==> config.mk <==
export PLATFORM = sky130hd
export DESIGN_NAME = radix_digit_converter_flat
export DESIGN_NICKNAME = d
export VERILOG_FILES = /design/src/design/rdc_pkg.sv /design/src/design/rdc_channels.sv /design/src/design/radix_digit_converter.sv /design/src/design/rdc_ctrl.sv /design/src/design/rdc_datapath.sv /design/src/flat_wrapper.sv
export SDC_FILE = /design/constraint.sdc
export NUM_CORES = 2
export LEC_CHECK = 0
export BUFFER_PORTS_ARGS = -buffer_cell sky130_fd_sc_hd__buf_2
export CAP_MARGIN = 0
export CORE_AREA = 4 4 304 306
export CTS_CLUSTER_DIAMETER = 100
export CTS_CLUSTER_SIZE = 14
export DETAILED_ROUTE_END_ITERATION = 7
export DIE_AREA = 0 0 308 310
export MAX_ROUTING_LAYER = met4
export SLEW_MARGIN = 20
export SYNTH_ARGS = -nofsm -noshare
export SYNTH_HDL_FRONTEND = slang
export SYNTH_SLANG_ARGS = --single-unit
==> constraint.sdc <==
create_clock -name clk -period 25.7 [get_ports clk]
set_input_delay 3.855 -clock clk [delete_from_list [all_inputs] [get_ports clk]]
set_output_delay 3.855 -clock clk [all_outputs]
set_load 0.01 [all_outputs]
==> src/design/rdc_pkg.sv <==
// Shared constants, types and helper functions of the radix digit converter.
`default_nettype none

package rdc_pkg;

  // Width of the input value and the sizes that follow from it.
  localparam int VALUE_BITS = 31;
  localparam int RADIX_W    = 5;
  localparam int DIGIT_W    = 4;
  localparam int RECIP_W    = VALUE_BITS + 1;
  localparam int PROD_W     = VALUE_BITS + RECIP_W;
  localparam int CNT_W      = $clog2(VALUE_BITS + 1);
  localparam int IDX_W      = $clog2(VALUE_BITS);

  localparam logic [RADIX_W-1:0] RADIX_RESET = RADIX_W'(10);
  localparam logic [RADIX_W-1:0] RADIX_MIN   = RADIX_W'(2);
  localparam logic [RADIX_W-1:0] RADIX_MAX   = RADIX_W'(16);

  // Two to the power RECIP_W, the numerator of every reciprocal.
  localparam logic [RECIP_W:0] RECIP_NUM = {1'b1, {RECIP_W{1'b0}}};

  // Commands from the controller to the datapath.
  typedef struct packed {
    logic load;   // take a new value, empty the digit stack
    logic mul;    // multiply the working value by the reciprocal
    logic step;   // correct the quotient, push one digit
    logic pop;    // move the top digit into the output register
  } rdc_cmd_t;

  // Status from the datapath to the controller.
  typedef struct packed {
    logic quot_zero;  // the corrected quotient of this step is zero
    logic last_one;   // exactly one digit is left on the stack
    logic out_free;   // the output register can take a digit this cycle
  } rdc_sts_t;

  // Register values below two act as two, values above sixteen as sixteen.
  function automatic logic [RADIX_W-1:0] clamp_radix(input logic [RADIX_W-1:0] r);
    logic [RADIX_W-1:0] res;
    if (r < RADIX_MIN) begin
      res = RADIX_MIN;
    end else if (r > RADIX_MAX) begin
      res = RADIX_MAX;
    end else begin
      res = r;
    end
    return res;
  endfunction

  // floor(2^RECIP_W / d) for each legal radix. The product with a value
  // below 2^VALUE_BITS, shifted down, is the true quotient or one less.
  function automatic logic [RECIP_W-1:0] radix_recip(input logic [RADIX_W-1:0] d);
    logic [RECIP_W:0] t;
    case (d)
      RADIX_W'(3):  t = RECIP_NUM / 3;
      RADIX_W'(4):  t = RECIP_NUM / 4;
      RADIX_W'(5):  t = RECIP_NUM / 5;
      RADIX_W'(6):  t = RECIP_NUM / 6;
      RADIX_W'(7):  t = RECIP_NUM / 7;
      RADIX_W'(8):  t = RECIP_NUM / 8;
      RADIX_W'(9):  t = RECIP_NUM / 9;
      RADIX_W'(10): t = RECIP_NUM / 10;
      RADIX_W'(11): t = RECIP_NUM / 11;
      RADIX_W'(12): t = RECIP_NUM / 12;
      RADIX_W'(13): t = RECIP_NUM / 13;
      RADIX_W'(14): t = RECIP_NUM / 14;
      RADIX_W'(15): t = RECIP_NUM / 15;
      RADIX_W'(16): t = RECIP_NUM / 16;
      default:      t = RECIP_NUM / 2;
    endcase
    return t[RECIP_W-1:0];
  endfunction

endpackage

`default_nettype wire

==> src/design/rdc_channels.sv <==
// Valid/ready channel interfaces for the input value and the output digits.
`default_nettype none

interface rdc_value_if import rdc_pkg::*; ();
  logic                  valid;
  logic                  ready;
  logic [VALUE_BITS-1:0] value;

  modport source (output valid, output value, input ready);
  modport sink   (input valid, input value, output ready);
endinterface

interface rdc_digit_if import rdc_pkg::*; ();
  logic               valid;
  logic               ready;
  logic [DIGIT_W-1:0] digit;
  logic               last_digit;

  modport source (output valid, output digit, output last_digit, input ready);
  modport sink   (input valid, input digit, input last_digit, output ready);
endinterface

`default_nettype wire

==> src/design/radix_digit_converter.sv <==
// Top level of the radix digit converter.
`default_nettype none

// The block converts a non-negative VALUE_BITS-wide integer into its digits
// in the radix held in the configuration register (reset value ten; values
// below two act as two and values above sixteen act as sixteen). Each input
// transaction yields one output transaction per digit, most significant
// digit first, with last_digit set on the least significant digit; zero
// gives the single digit 0, and there are never leading zeros. Digits come
// from repeated division: each division multiplies the working value by a
// constant reciprocal of the radix and registers the product, then corrects
// the quotient in the next cycle. Once the quotient reaches zero, the digits
// move off a stack into the output register whenever it is free (a value has
// at most 31 digits, at radix two). A single shared reciprocal multiplier
// does every division. A new value is accepted once the final digit has
// entered the output register, even if that digit is still waiting to be
// taken. Write the radix only while no conversion is in flight.
module radix_digit_converter import rdc_pkg::*; (
  input  wire logic               clk,
  input  wire logic               rst,
  input  wire logic               cfg_we,
  input  wire logic [RADIX_W-1:0] cfg_wdata,
  rdc_value_if.sink               value_ch,
  rdc_digit_if.source             digit_ch
);

  rdc_cmd_t cmd;
  rdc_sts_t sts;

  // The controller sequences load, divide and emit; it never touches data.
  rdc_ctrl u_ctrl (
    .clk      (clk),
    .rst      (rst),
    .in_valid (value_ch.valid),
    .in_ready (value_ch.ready),
    .sts      (sts),
    .cmd      (cmd)
  );

  // The datapath owns the radix register, the divider, the digit stack and
  // the output register that drives the digit channel.
  rdc_datapath u_datapath (
    .clk       (clk),
    .rst       (rst),
    .cfg_we    (cfg_we),
    .cfg_wdata (cfg_wdata),
    .in_value  (value_ch.value),
    .cmd       (cmd),
    .sts       (sts),
    .out_valid (digit_ch.valid),
    .out_ready (digit_ch.ready),
    .out_digit (digit_ch.digit),
    .out_last  (digit_ch.last_digit)
  );

endmodule

`default_nettype wire

==> src/design/rdc_ctrl.sv <==
// Controller state machine of the radix digit converter.
`default_nettype none

module rdc_ctrl import rdc_pkg::*; (
  input  wire logic      clk,
  input  wire logic      rst,
  input  wire logic      in_valid,
  output logic           in_ready,
  input  wire rdc_sts_t  sts,
  output rdc_cmd_t       cmd
);

  typedef enum logic [3:0] {
    S_IDLE = 4'b0001,
    S_MUL  = 4'b0010,
    S_CORR = 4'b0100,
    S_EMIT = 4'b1000
  } rdc_state_t;

  rdc_state_t state;
  rdc_state_t state_next;

  assign in_ready = (state == S_IDLE);

  always_comb begin
    cmd.load = in_valid && (state == S_IDLE);
    cmd.mul  = (state == S_MUL);
    cmd.step = (state == S_CORR);
    cmd.pop  = (state == S_EMIT) && sts.out_free;
  end

  always_comb begin
    state_next = state;
    case (state)
      S_IDLE: begin
        if (in_valid) begin
          state_next = S_MUL;
        end
      end
      S_MUL: begin
        state_next = S_CORR;
      end
      S_CORR: begin
        state_next = sts.quot_zero ? S_EMIT : S_MUL;
      end
      S_EMIT: begin
        if (sts.out_free && sts.last_one) begin
          state_next = S_IDLE;
        end
      end
      default: begin
        state_next = S_IDLE;
      end
    endcase
  end

  always_ff @(posedge clk) begin
    if (rst) begin
      state <= S_IDLE;
    end else begin
      state <= state_next;
    end
  end

endmodule

`default_nettype wire

==> src/design/rdc_datapath.sv <==
// Datapath: radix register, reciprocal divider, digit stack and output register.
`default_nettype none

module rdc_datapath import rdc_pkg::*; (
  input  wire logic                  clk,
  input  wire logic                  rst,
  input  wire logic                  cfg_we,
  input  wire logic [RADIX_W-1:0]    cfg_wdata,
  input  wire logic [VALUE_BITS-1:0] in_value,
  input  wire rdc_cmd_t              cmd,
  output rdc_sts_t                   sts,
  output logic                       out_valid,
  input  wire logic                  out_ready,
  output logic [DIGIT_W-1:0]         out_digit,
  output logic                       out_last
);

  logic [RADIX_W-1:0]    radix;
  logic [VALUE_BITS-1:0] work;
  logic [PROD_W-1:0]     prod;
  logic [CNT_W-1:0]      count;
  logic [DIGIT_W-1:0]    stack [VALUE_BITS];

  logic [RADIX_W-1:0]    eff_radix;
  logic [RECIP_W-1:0]    recip;
  logic [VALUE_BITS-1:0] q_est;
  logic [RADIX_W-1:0]    low_prod;
  logic [RADIX_W-1:0]    rem_raw;
  logic                  rem_over;
  logic [DIGIT_W-1:0]    digit_new;
  logic [VALUE_BITS-1:0] quot;
  logic [CNT_W-1:0]      count_dec;

  assign eff_radix = clamp_radix(radix);
  assign recip     = radix_recip(eff_radix);

  // The estimate is the true quotient or one below it, so the remainder
  // lies below twice the radix and its low bits are enough to find it.
  assign q_est     = prod[PROD_W-1 -: VALUE_BITS];
  assign low_prod  = RADIX_W'(q_est[RADIX_W-1:0] * eff_radix);
  assign rem_raw   = work[RADIX_W-1:0] - low_prod;
  assign rem_over  = (rem_raw >= eff_radix);
  assign digit_new = rem_over ? DIGIT_W'(rem_raw - eff_radix) : rem_raw[DIGIT_W-1:0];
  assign quot      = q_est + VALUE_BITS'(rem_over);
  assign count_dec = count - CNT_W'(1);

  always_comb begin
    sts.quot_zero = (quot == '0);
    sts.last_one  = (count == CNT_W'(1));
    sts.out_free  = !out_valid || out_ready;
  end

  always_ff @(posedge clk) begin
    if (rst) begin
      radix     <= RADIX_RESET;
      count     <= '0;
      out_valid <= 1'b0;
    end else begin
      if (cfg_we) begin
        radix <= cfg_wdata;
      end
      if (cmd.load) begin
        count <= '0;
      end else if (cmd.step) begin
        count <= count + CNT_W'(1);
      end else if (cmd.pop) begin
        count <= count_dec;
      end
      if (cmd.pop) begin
        out_valid <= 1'b1;
      end else if (out_ready) begin
        out_valid <= 1'b0;
      end
    end
  end

  always_ff @(posedge clk) begin
    if (cmd.load) begin
      work <= in_value;
    end else if (cmd.step) begin
      work <= quot;
    end
    if (cmd.mul) begin
      prod <= work * recip;
    end
    if (cmd.step) begin
      stack[count[IDX_W-1:0]] <= digit_new;
    end
    if (cmd.pop) begin
      out_digit <= stack[count_dec[IDX_W-1:0]];
      out_last  <= (count == CNT_W'(1));
    end
  end

  a_count_range: assert property (@(posedge clk) disable iff (rst)
    count <= CNT_W'(VALUE_BITS))
    else $error("digit count exceeds the value width");

  a_pop_nonempty: assert property (@(posedge clk) disable iff (rst)
    cmd.pop |-> (count != '0))
    else $error("digit popped from an empty stack");

  a_last_empties: assert property (@(posedge clk) disable iff (rst)
    (cmd.pop && count == CNT_W'(1)) |=> (count == '0) && out_last)
    else $error("final digit did not empty the stack");

  a_digit_in_radix: assert property (@(posedge clk) disable iff (rst)
    out_valid |-> ({1'b0, out_digit} < eff_radix))
    else $error("digit not below the radix");

endmodule

`default_nettype wire

==> src/flat_wrapper.sv <==
// flat-port wrapper written by rule: the top's interface ports become plain ports
module radix_digit_converter_flat import rdc_pkg::*;
  (clk, rst, cfg_we, cfg_wdata, value_ch_valid, value_ch_value, value_ch_ready, digit_ch_valid, digit_ch_digit, digit_ch_last_digit, digit_ch_ready);
  rdc_value_if value_ch_i ();
  rdc_digit_if digit_ch_i ();
  input  wire logic clk;
  input  wire logic rst;
  input  wire logic cfg_we;
  input  wire logic [RADIX_W-1:0] cfg_wdata;
  input wire logic [$bits(value_ch_i.valid)-1:0] value_ch_valid;
  input wire logic [$bits(value_ch_i.value)-1:0] value_ch_value;
  output wire logic [$bits(value_ch_i.ready)-1:0] value_ch_ready;
  output wire logic [$bits(digit_ch_i.valid)-1:0] digit_ch_valid;
  output wire logic [$bits(digit_ch_i.digit)-1:0] digit_ch_digit;
  output wire logic [$bits(digit_ch_i.last_digit)-1:0] digit_ch_last_digit;
  input wire logic [$bits(digit_ch_i.ready)-1:0] digit_ch_ready;
  assign value_ch_i.valid = value_ch_valid;
  assign value_ch_i.value = value_ch_value;
  assign value_ch_ready = value_ch_i.ready;
  assign digit_ch_valid = digit_ch_i.valid;
  assign digit_ch_digit = digit_ch_i.digit;
  assign digit_ch_last_digit = digit_ch_i.last_digit;
  assign digit_ch_i.ready = digit_ch_ready;
  radix_digit_converter u_core (.clk(clk), .rst(rst), .cfg_we(cfg_we), .cfg_wdata(cfg_wdata), .value_ch(value_ch_i), .digit_ch(digit_ch_i));
endmodule
# Word level (Yosys, flattened, before mapping)
# Memory sizes are Yosys's and may differ from the RTL's. A register that Yosys moved wholly into a read port is not among the register bits.
# Index checks and enable logic that the tools add are counted.
# word_totals
register_bits	110
latch_bits	0
mem_bits_rw	124
mem_bits_ro	1024
output_inout_bits	7
elab_cells	52
n_memories	2
# mem_list
name	depth	word_bits	read_ports	rd_clocked_by_memory_dff	write_ports	line_no	source
(name not given)	32	32	1	0	0	rdc_pkg.sv:54	case (d)
u_core.u_datapath.stack	31	4	1	1	1	rdc_datapath.sv:22	logic [DIGIT_W-1:0] stack [VALUE_BITS];
# classes
addsub	5
multipliers	2
div_mod_pow	0
n_lt_le_gt_ge	3
eq_ne	7
n_shift	0
n_mux	15
bitwise	0
reduce_logical	11
# op_table
op	count
$mul A31 B32 Y63	1
$mux W31	2
$add A31 B1 Y31	1
$logic_not A31 Y1	1
$mux W5	4
$mux W4	4
$pmux W4 S4	1
$reduce_bool A2 Y1	3
$add A5 B1 Y5 const B	1
$eq A5 B1 Y1 const B	1
$ge A5 B5 Y1	1
$gt A5 B5 Y1 const B	1
$lt A5 B2 Y1 const B	1
$mul A5 B5 Y5	1
$sub A5 B1 Y5 const B	1
$sub A5 B5 Y5	1
$eq A4 B1 Y1 const B	1
$eq A4 B2 Y1 const B	1
$eq A4 B3 Y1 const B	1
$eq A4 B4 Y1 const B	1
$mux W1	4
$sub A4 B4 Y4	1
$logic_and A1 B1 Y1	3
$ne A2 B1 Y1 const B	1
other kinds (5)	5

# Depth between registers and ports, before layout
# logic_depth
depth_word	10
mapped_depth	39

# Cells and area by module
# From an unflattened synthesis, not the netlist that was laid out.
# unflattened
hier_cells	4000
area_unflattened_um2	40298.6
# by_module_without_submodules
module	instances	cells_each	area_each_um2	seq_area_each_um2
rdc_datapath	1	3975	40059.7	5955.7
rdc_ctrl	1	25	239.0	80.1

# Least setup slack after synthesis
# No wires, ideal clock.
# synth_timing
path_kind	flip-flop to flip-flop
from	reg u_core.u_datapath.radix[3]
to	reg u_core.u_datapath.prod[58] (data pin)
arrival_time_ns	9.101
required_time_ns	25.433
path_slack_ns	16.332
stages_incl_launch_ff	37
path_buffers	4
period_less_slack_ns	9.368
path_cell_list	dfxtp_1 > clkbuf_1 > clkbuf_1 > nor2_1 > nor2_1 > nor2_1 > inv_1 > ha_1 > a21oi_1 > nor2_1 > a211oi_1 > a21o_1 > clkbuf_1 > nand2_1 > fa_1 > inv_1 > fa_1 > fa_1 > inv_1 > fa_1 > inv_1 > fa_1 > fa_1 > fa_1 > inv_1 > fa_1 > inv_1 > ha_1 > buf_4 > nand4_1 > or4_1 > nor4_1 > a211oi_1 > o41ai_2 > a21oi_1 > o21ai_2 > xor2_1
# synth_between
elab_chain_cells	5
elab_cells_between_ends	6
# synth_lines
element	line_no	source
start: declaration	rdc_datapath.sv:18	logic [RADIX_W-1:0] radix;
start signal: assignment	rdc_datapath.sv:60	radix <= cfg_wdata;
$gt A5 B5 Y1	rdc_pkg.sv:42	end else if (r > RADIX_MAX) begin
$mux W5	rdc_pkg.sv:42	
$mux W5 (*)	rdc_pkg.sv:40	if (r < RADIX_MIN) begin
$mem_v2 Z32 W32 (*)	--	
$mul A31 B32 Y63 (*)	rdc_datapath.sv:84	prod <= work * recip;
end signal: assignment	rdc_datapath.sv:84	
end: declaration	rdc_datapath.sv:20	logic [PROD_W-1:0] prod;
# Every way passes the cells marked *; elsewhere a longest branch is shown, timed or not.
# A chain may end at the register's enable or synchronous reset.

# Worst setup path after layout
# layout_timing
from	reg u_core.u_datapath.radix[2]
to	reg u_core.u_datapath.prod[62] (data pin)
# Same word-level chain as after synthesis.

==> results.sh <==
export IMPL_outcome="finished clean"
export IMPL_globalplace_congestion=0.944
export IMPL_vias=27800
export IMPL_ys_warn_count=0
export IMPL_cts_made_buffers=18
export IMPL_fin_crit_sh_pct=43.9
export IMPL_drt_pass1_iter_count=5
export IMPL_multiInputGateArea_um2=30100
export IMPL_die_area_um2=95500
export IMPL_die_height_um=310
export IMPL_drc_errors=0
export IMPL_crit_arrival_ps=11550
export IMPL_relSlewSlack_pct=21.2
export IMPL_fin_crit_ps=11290
export IMPL_clockBufferDepth=3
export IMPL_synthAdderAreaFrac_pct=51.9
export IMPL_endpoint_kind="flop"
export IMPL_yosysTopAreaCell="fa_1"
export IMPL_synthXorXnorAreaFrac_pct=2.03
export IMPL_min_path_cells=2
export IMPL_routed_wl_um=123000
export IMPL_root_buffer="clkbuf_16"
export IMPL_dp_cells=5097
export IMPL_clock_latency_ps=520
export IMPL_synthArstFlopShare_pct=0
export IMPL_cp_start_kind="flop"
export IMPL_slew_viol_final=0
export IMPL_wire_per_inst_um=23.9
export IMPL_worst_slew_pin_slew_ps=1180
export IMPL_clock_sinks=206
export IMPL_grt_pass1_wl_um=188000
export IMPL_cts_tree="built"
export IMPL_netlist_area_um2=40200
export IMPL_htree_num_levels=1
export IMPL_fin_nets=5132
export IMPL_io_buffer_count=47
export IMPL_grt_pass1_vias=30000
export IMPL_grt_overflow_total=0
export IMPL_avgSynthCellArea_um2=10.1
export IMPL_dpl_hpwl_um=96200
export IMPL_finalHoldViolations=0
export IMPL_crit_path_end="u_core.u_datapath.prod[62]"
export IMPL_ys_seq_area_share_pct=15.0
export IMPL_grt_max_degree=65
export IMPL_avgViaCountPerCell=5.42
export IMPL_synthMuxAreaShare_pct=2.60
export IMPL_crit_slowest_cell="o41ai_1"
export IMPL_synth_compound_gate_area_share_pct=4.76
export IMPL_synth_simple_gate_area_share_pct=13.2
export IMPL_min_path_type="reg2reg"
export IMPL_antenna_found_initial=4
export IMPL_ys_flop_type="edfxtp_1"
export IMPL_num_fill_cells=8458
export IMPL_setup_viol=0
export IMPL_initial_core_util_pct=44.9
export IMPL_drv_cap=0
export IMPL_die_w_um=308
export IMPL_worstSetupPathType="reg2reg"
export IMPL_fmax_ghz=0.0886
export IMPL_worstSetupStartpoint="u_core.u_datapath.radix[2]"
export IMPL_holdBufCountCts=0
export IMPL_tns_ps=0
export IMPL_syn_nets=5189
export IMPL_regArea_um2=6040
export IMPL_cpPeakStageDelay_ps=630
export IMPL_ant_nets=0
export IMPL_cts_setup_buffers=0
export IMPL_synth_top_family_by_area="adder cells"
export IMPL_rows=110
export IMPL_drive_gt1_share_pct=5.47
export IMPL_netlist_top_cells_area="fa_1, edfxtp_1, ha_1, inv_1, and2_1"
export IMPL_areaGrowthSynthToFinish_pct=5.39
export IMPL_path_clk_slew_ps=80
export IMPL_core_area_um2=89600
export IMPL_worstRegToRegCells=33
export IMPL_required_ps=25960
export IMPL_path_max_fanout=32
export IMPL_fin_cells=5130
export IMPL_rsz0062_at_grt="no"
export IMPL_ctsResizeCount=0
export IMPL_yosysTopAreaCellShare_pct=43.1
export IMPL_worstReg2RegEnd="u_core.u_datapath.prod[62]"
export IMPL_postSynthCellCount=3998
export IMPL_finClkSkew_ps=28.2
export IMPL_r2r_start="u_core.u_datapath.radix[2]"
export IMPL_synth_seq_cells=206
export IMPL_ios=48
export IMPL_reg2reg_setup_slack_ps=14410
export IMPL_synth_edf_count=191
export IMPL_crit_path_frequent_cell="fa_1"
export IMPL_first_iter_violations=2234
export IMPL_synthDistinctLibCells=75
export IMPL_grt_usage_pct=27.4
-- cells in the mapped netlist (6+ instances only) --
| library cell | instances |
|---|---|
| clkbuf_1 | 170 |
| a211oi_1 | 14 |
| a31oi_1 | 13 |
| inv_1 | 927 |
| dfxtp_1 | 15 |
| o211ai_1 | 6 |
| nand3_1 | 39 |
| o21ai_0 | 40 |
| and2_1 | 326 |
| mux4_2 | 36 |
| buf_2 | 10 |
| nor2b_1 | 14 |
| a21o_1 | 29 |
| ha_1 | 285 |
| o21ai_1 | 6 |
| nor3_1 | 19 |
| o21bai_1 | 17 |
| and4_1 | 9 |
| and3_1 | 34 |
| nand2b_1 | 16 |
| nand2_1 | 439 |
| nand4_1 | 23 |
| nor4_1 | 8 |
| xor2_1 | 32 |
| nor2_1 | 126 |
| xnor2_1 | 61 |
| fa_1 | 865 |
| mux2_2 | 10 |
| mux2i_1 | 12 |
| edfxtp_1 | 191 |
| a21oi_1 | 117 |
-- metrics by stage --
step	hold WS (ps)	cell area, µm²	util, %	worst slack, ps
2_1_floorplan	550	40200	-	16330
3_3_place_gp	628	41800	46.7	14520
3_5_place_dp	622	41800	46.7	14440
4_1_cts	632	42400	47.3	14410
5_1_grt	666	42400	47.3	13880
6_report	630	42400	47.3	14410
-- layer usage --
metal / track usage, % / wire [µm] / vias up
met1: 37.5 / 51100 / 14300
met4: 8.72 / 4860 / 0
met3: 6.82 / 12600 / 229
met5: - / 0 / -
met2: 40.6 / 54200 / 1239
li1: - / - / 12100
-- worst max-delay path, delay by kind of cell, from the launching register on --
kind	cells	cell delay [ps]
xor+xnor	1	160
compound gates	8	2290
buf+inv	7	1470
flops	1	570
fa+ha+maj	10	4710
simple gates	7	1780
-- flip-flops by register name (all words and copies together) (netlist names) --
signal / count
u_core.u_datapath.stack: 124
u_core.u_datapath.radix: 5
u_core.u_datapath.out_digit: 4
u_core.u_datapath.out_last: 1
u_core.u_datapath.work: 31
u_core.u_datapath.prod: 31
u_core.u_ctrl.state: 4
u_core.u_datapath.out_valid: 1
u_core.u_datapath.count: 5
-- worst min-delay path by stage --
stage	from	endpoint	slack [ps]
after floorplan	u_core.u_datapath.radix[0]	u_core.u_datapath.radix[0]	550
after global placement	u_core.u_ctrl.state[0]	u_core.u_ctrl.state[2]	630
after detailed placement	u_core.u_ctrl.state[0]	u_core.u_ctrl.state[2]	620
after CTS	u_core.u_ctrl.state[0]	u_core.u_ctrl.state[2]	630
after global routing	u_core.u_ctrl.state[0]	u_core.u_ctrl.state[2]	670
final	u_core.u_ctrl.state[0]	u_core.u_ctrl.state[2]	630
-- area by class of cell --
cell class                      count  area share (%)
Antenna cell                        3          0.0177
Clock buffer                       28            1.15
Clock inverter                      2           0.142
Inverter                          929            8.23
Multi-Input combinational cell   2679            71.1
Sequential cell                   206            14.2
Tap cell                         1176            3.47
Timing Repair Buffer              107            1.62
-- cell families after synthesis --
family / count (synthesis)
and+or+nand+nor: 1078
DFF: 206
buffers and inverters: 1113
muxes: 58
AOI/OAI and AO/OA: 300
xor gates and xnor gates: 93
adders and majority gates: 1150
-- cells in the final DEF, fill, tap and decap left out, types with 5 or more instances in the layout --
master / netlist / layout
nor2_1: 126 / 123
nand4_1: 23 / 23
or3_1: 5 / 5
a31oi_1: 13 / 13
mux4_2: 36 / 36
nor2_2: 2 / 5
fa_1: 865 / 865
o21bai_1: 17 / 17
nand3b_1: 5 / 5
clkbuf_16: 0 / 18
a21oi_1: 117 / 110
dfxtp_1: 15 / 14
nand3_1: 39 / 39
o211ai_1: 6 / 6
nor2b_1: 14 / 14
inv_1: 927 / 927
a211oi_1: 14 / 10
and2_1: 326 / 326
nand2_1: 439 / 438
o21ai_1: 6 / 6
buf_4: 1 / 60
nor3_1: 19 / 18
mux2_2: 10 / 10
nor4_1: 8 / 8
edfxtp_1: 191 / 191
xnor2_1: 61 / 61
buf_2: 10 / 47
and4_1: 9 / 9
a31o_2: 5 / 5
xor2_1: 32 / 32
ha_1: 285 / 285
mux2i_1: 12 / 11
clkbuf_1: 170 / 10
nand2b_1: 16 / 16
o21ai_0: 40 / 38
a21o_1: 29 / 29
and3_1: 34 / 34
Power is left out: the tool's default activity adds up to more than one toggle a clock period on the data nets, which glitch-free logic cannot reach.
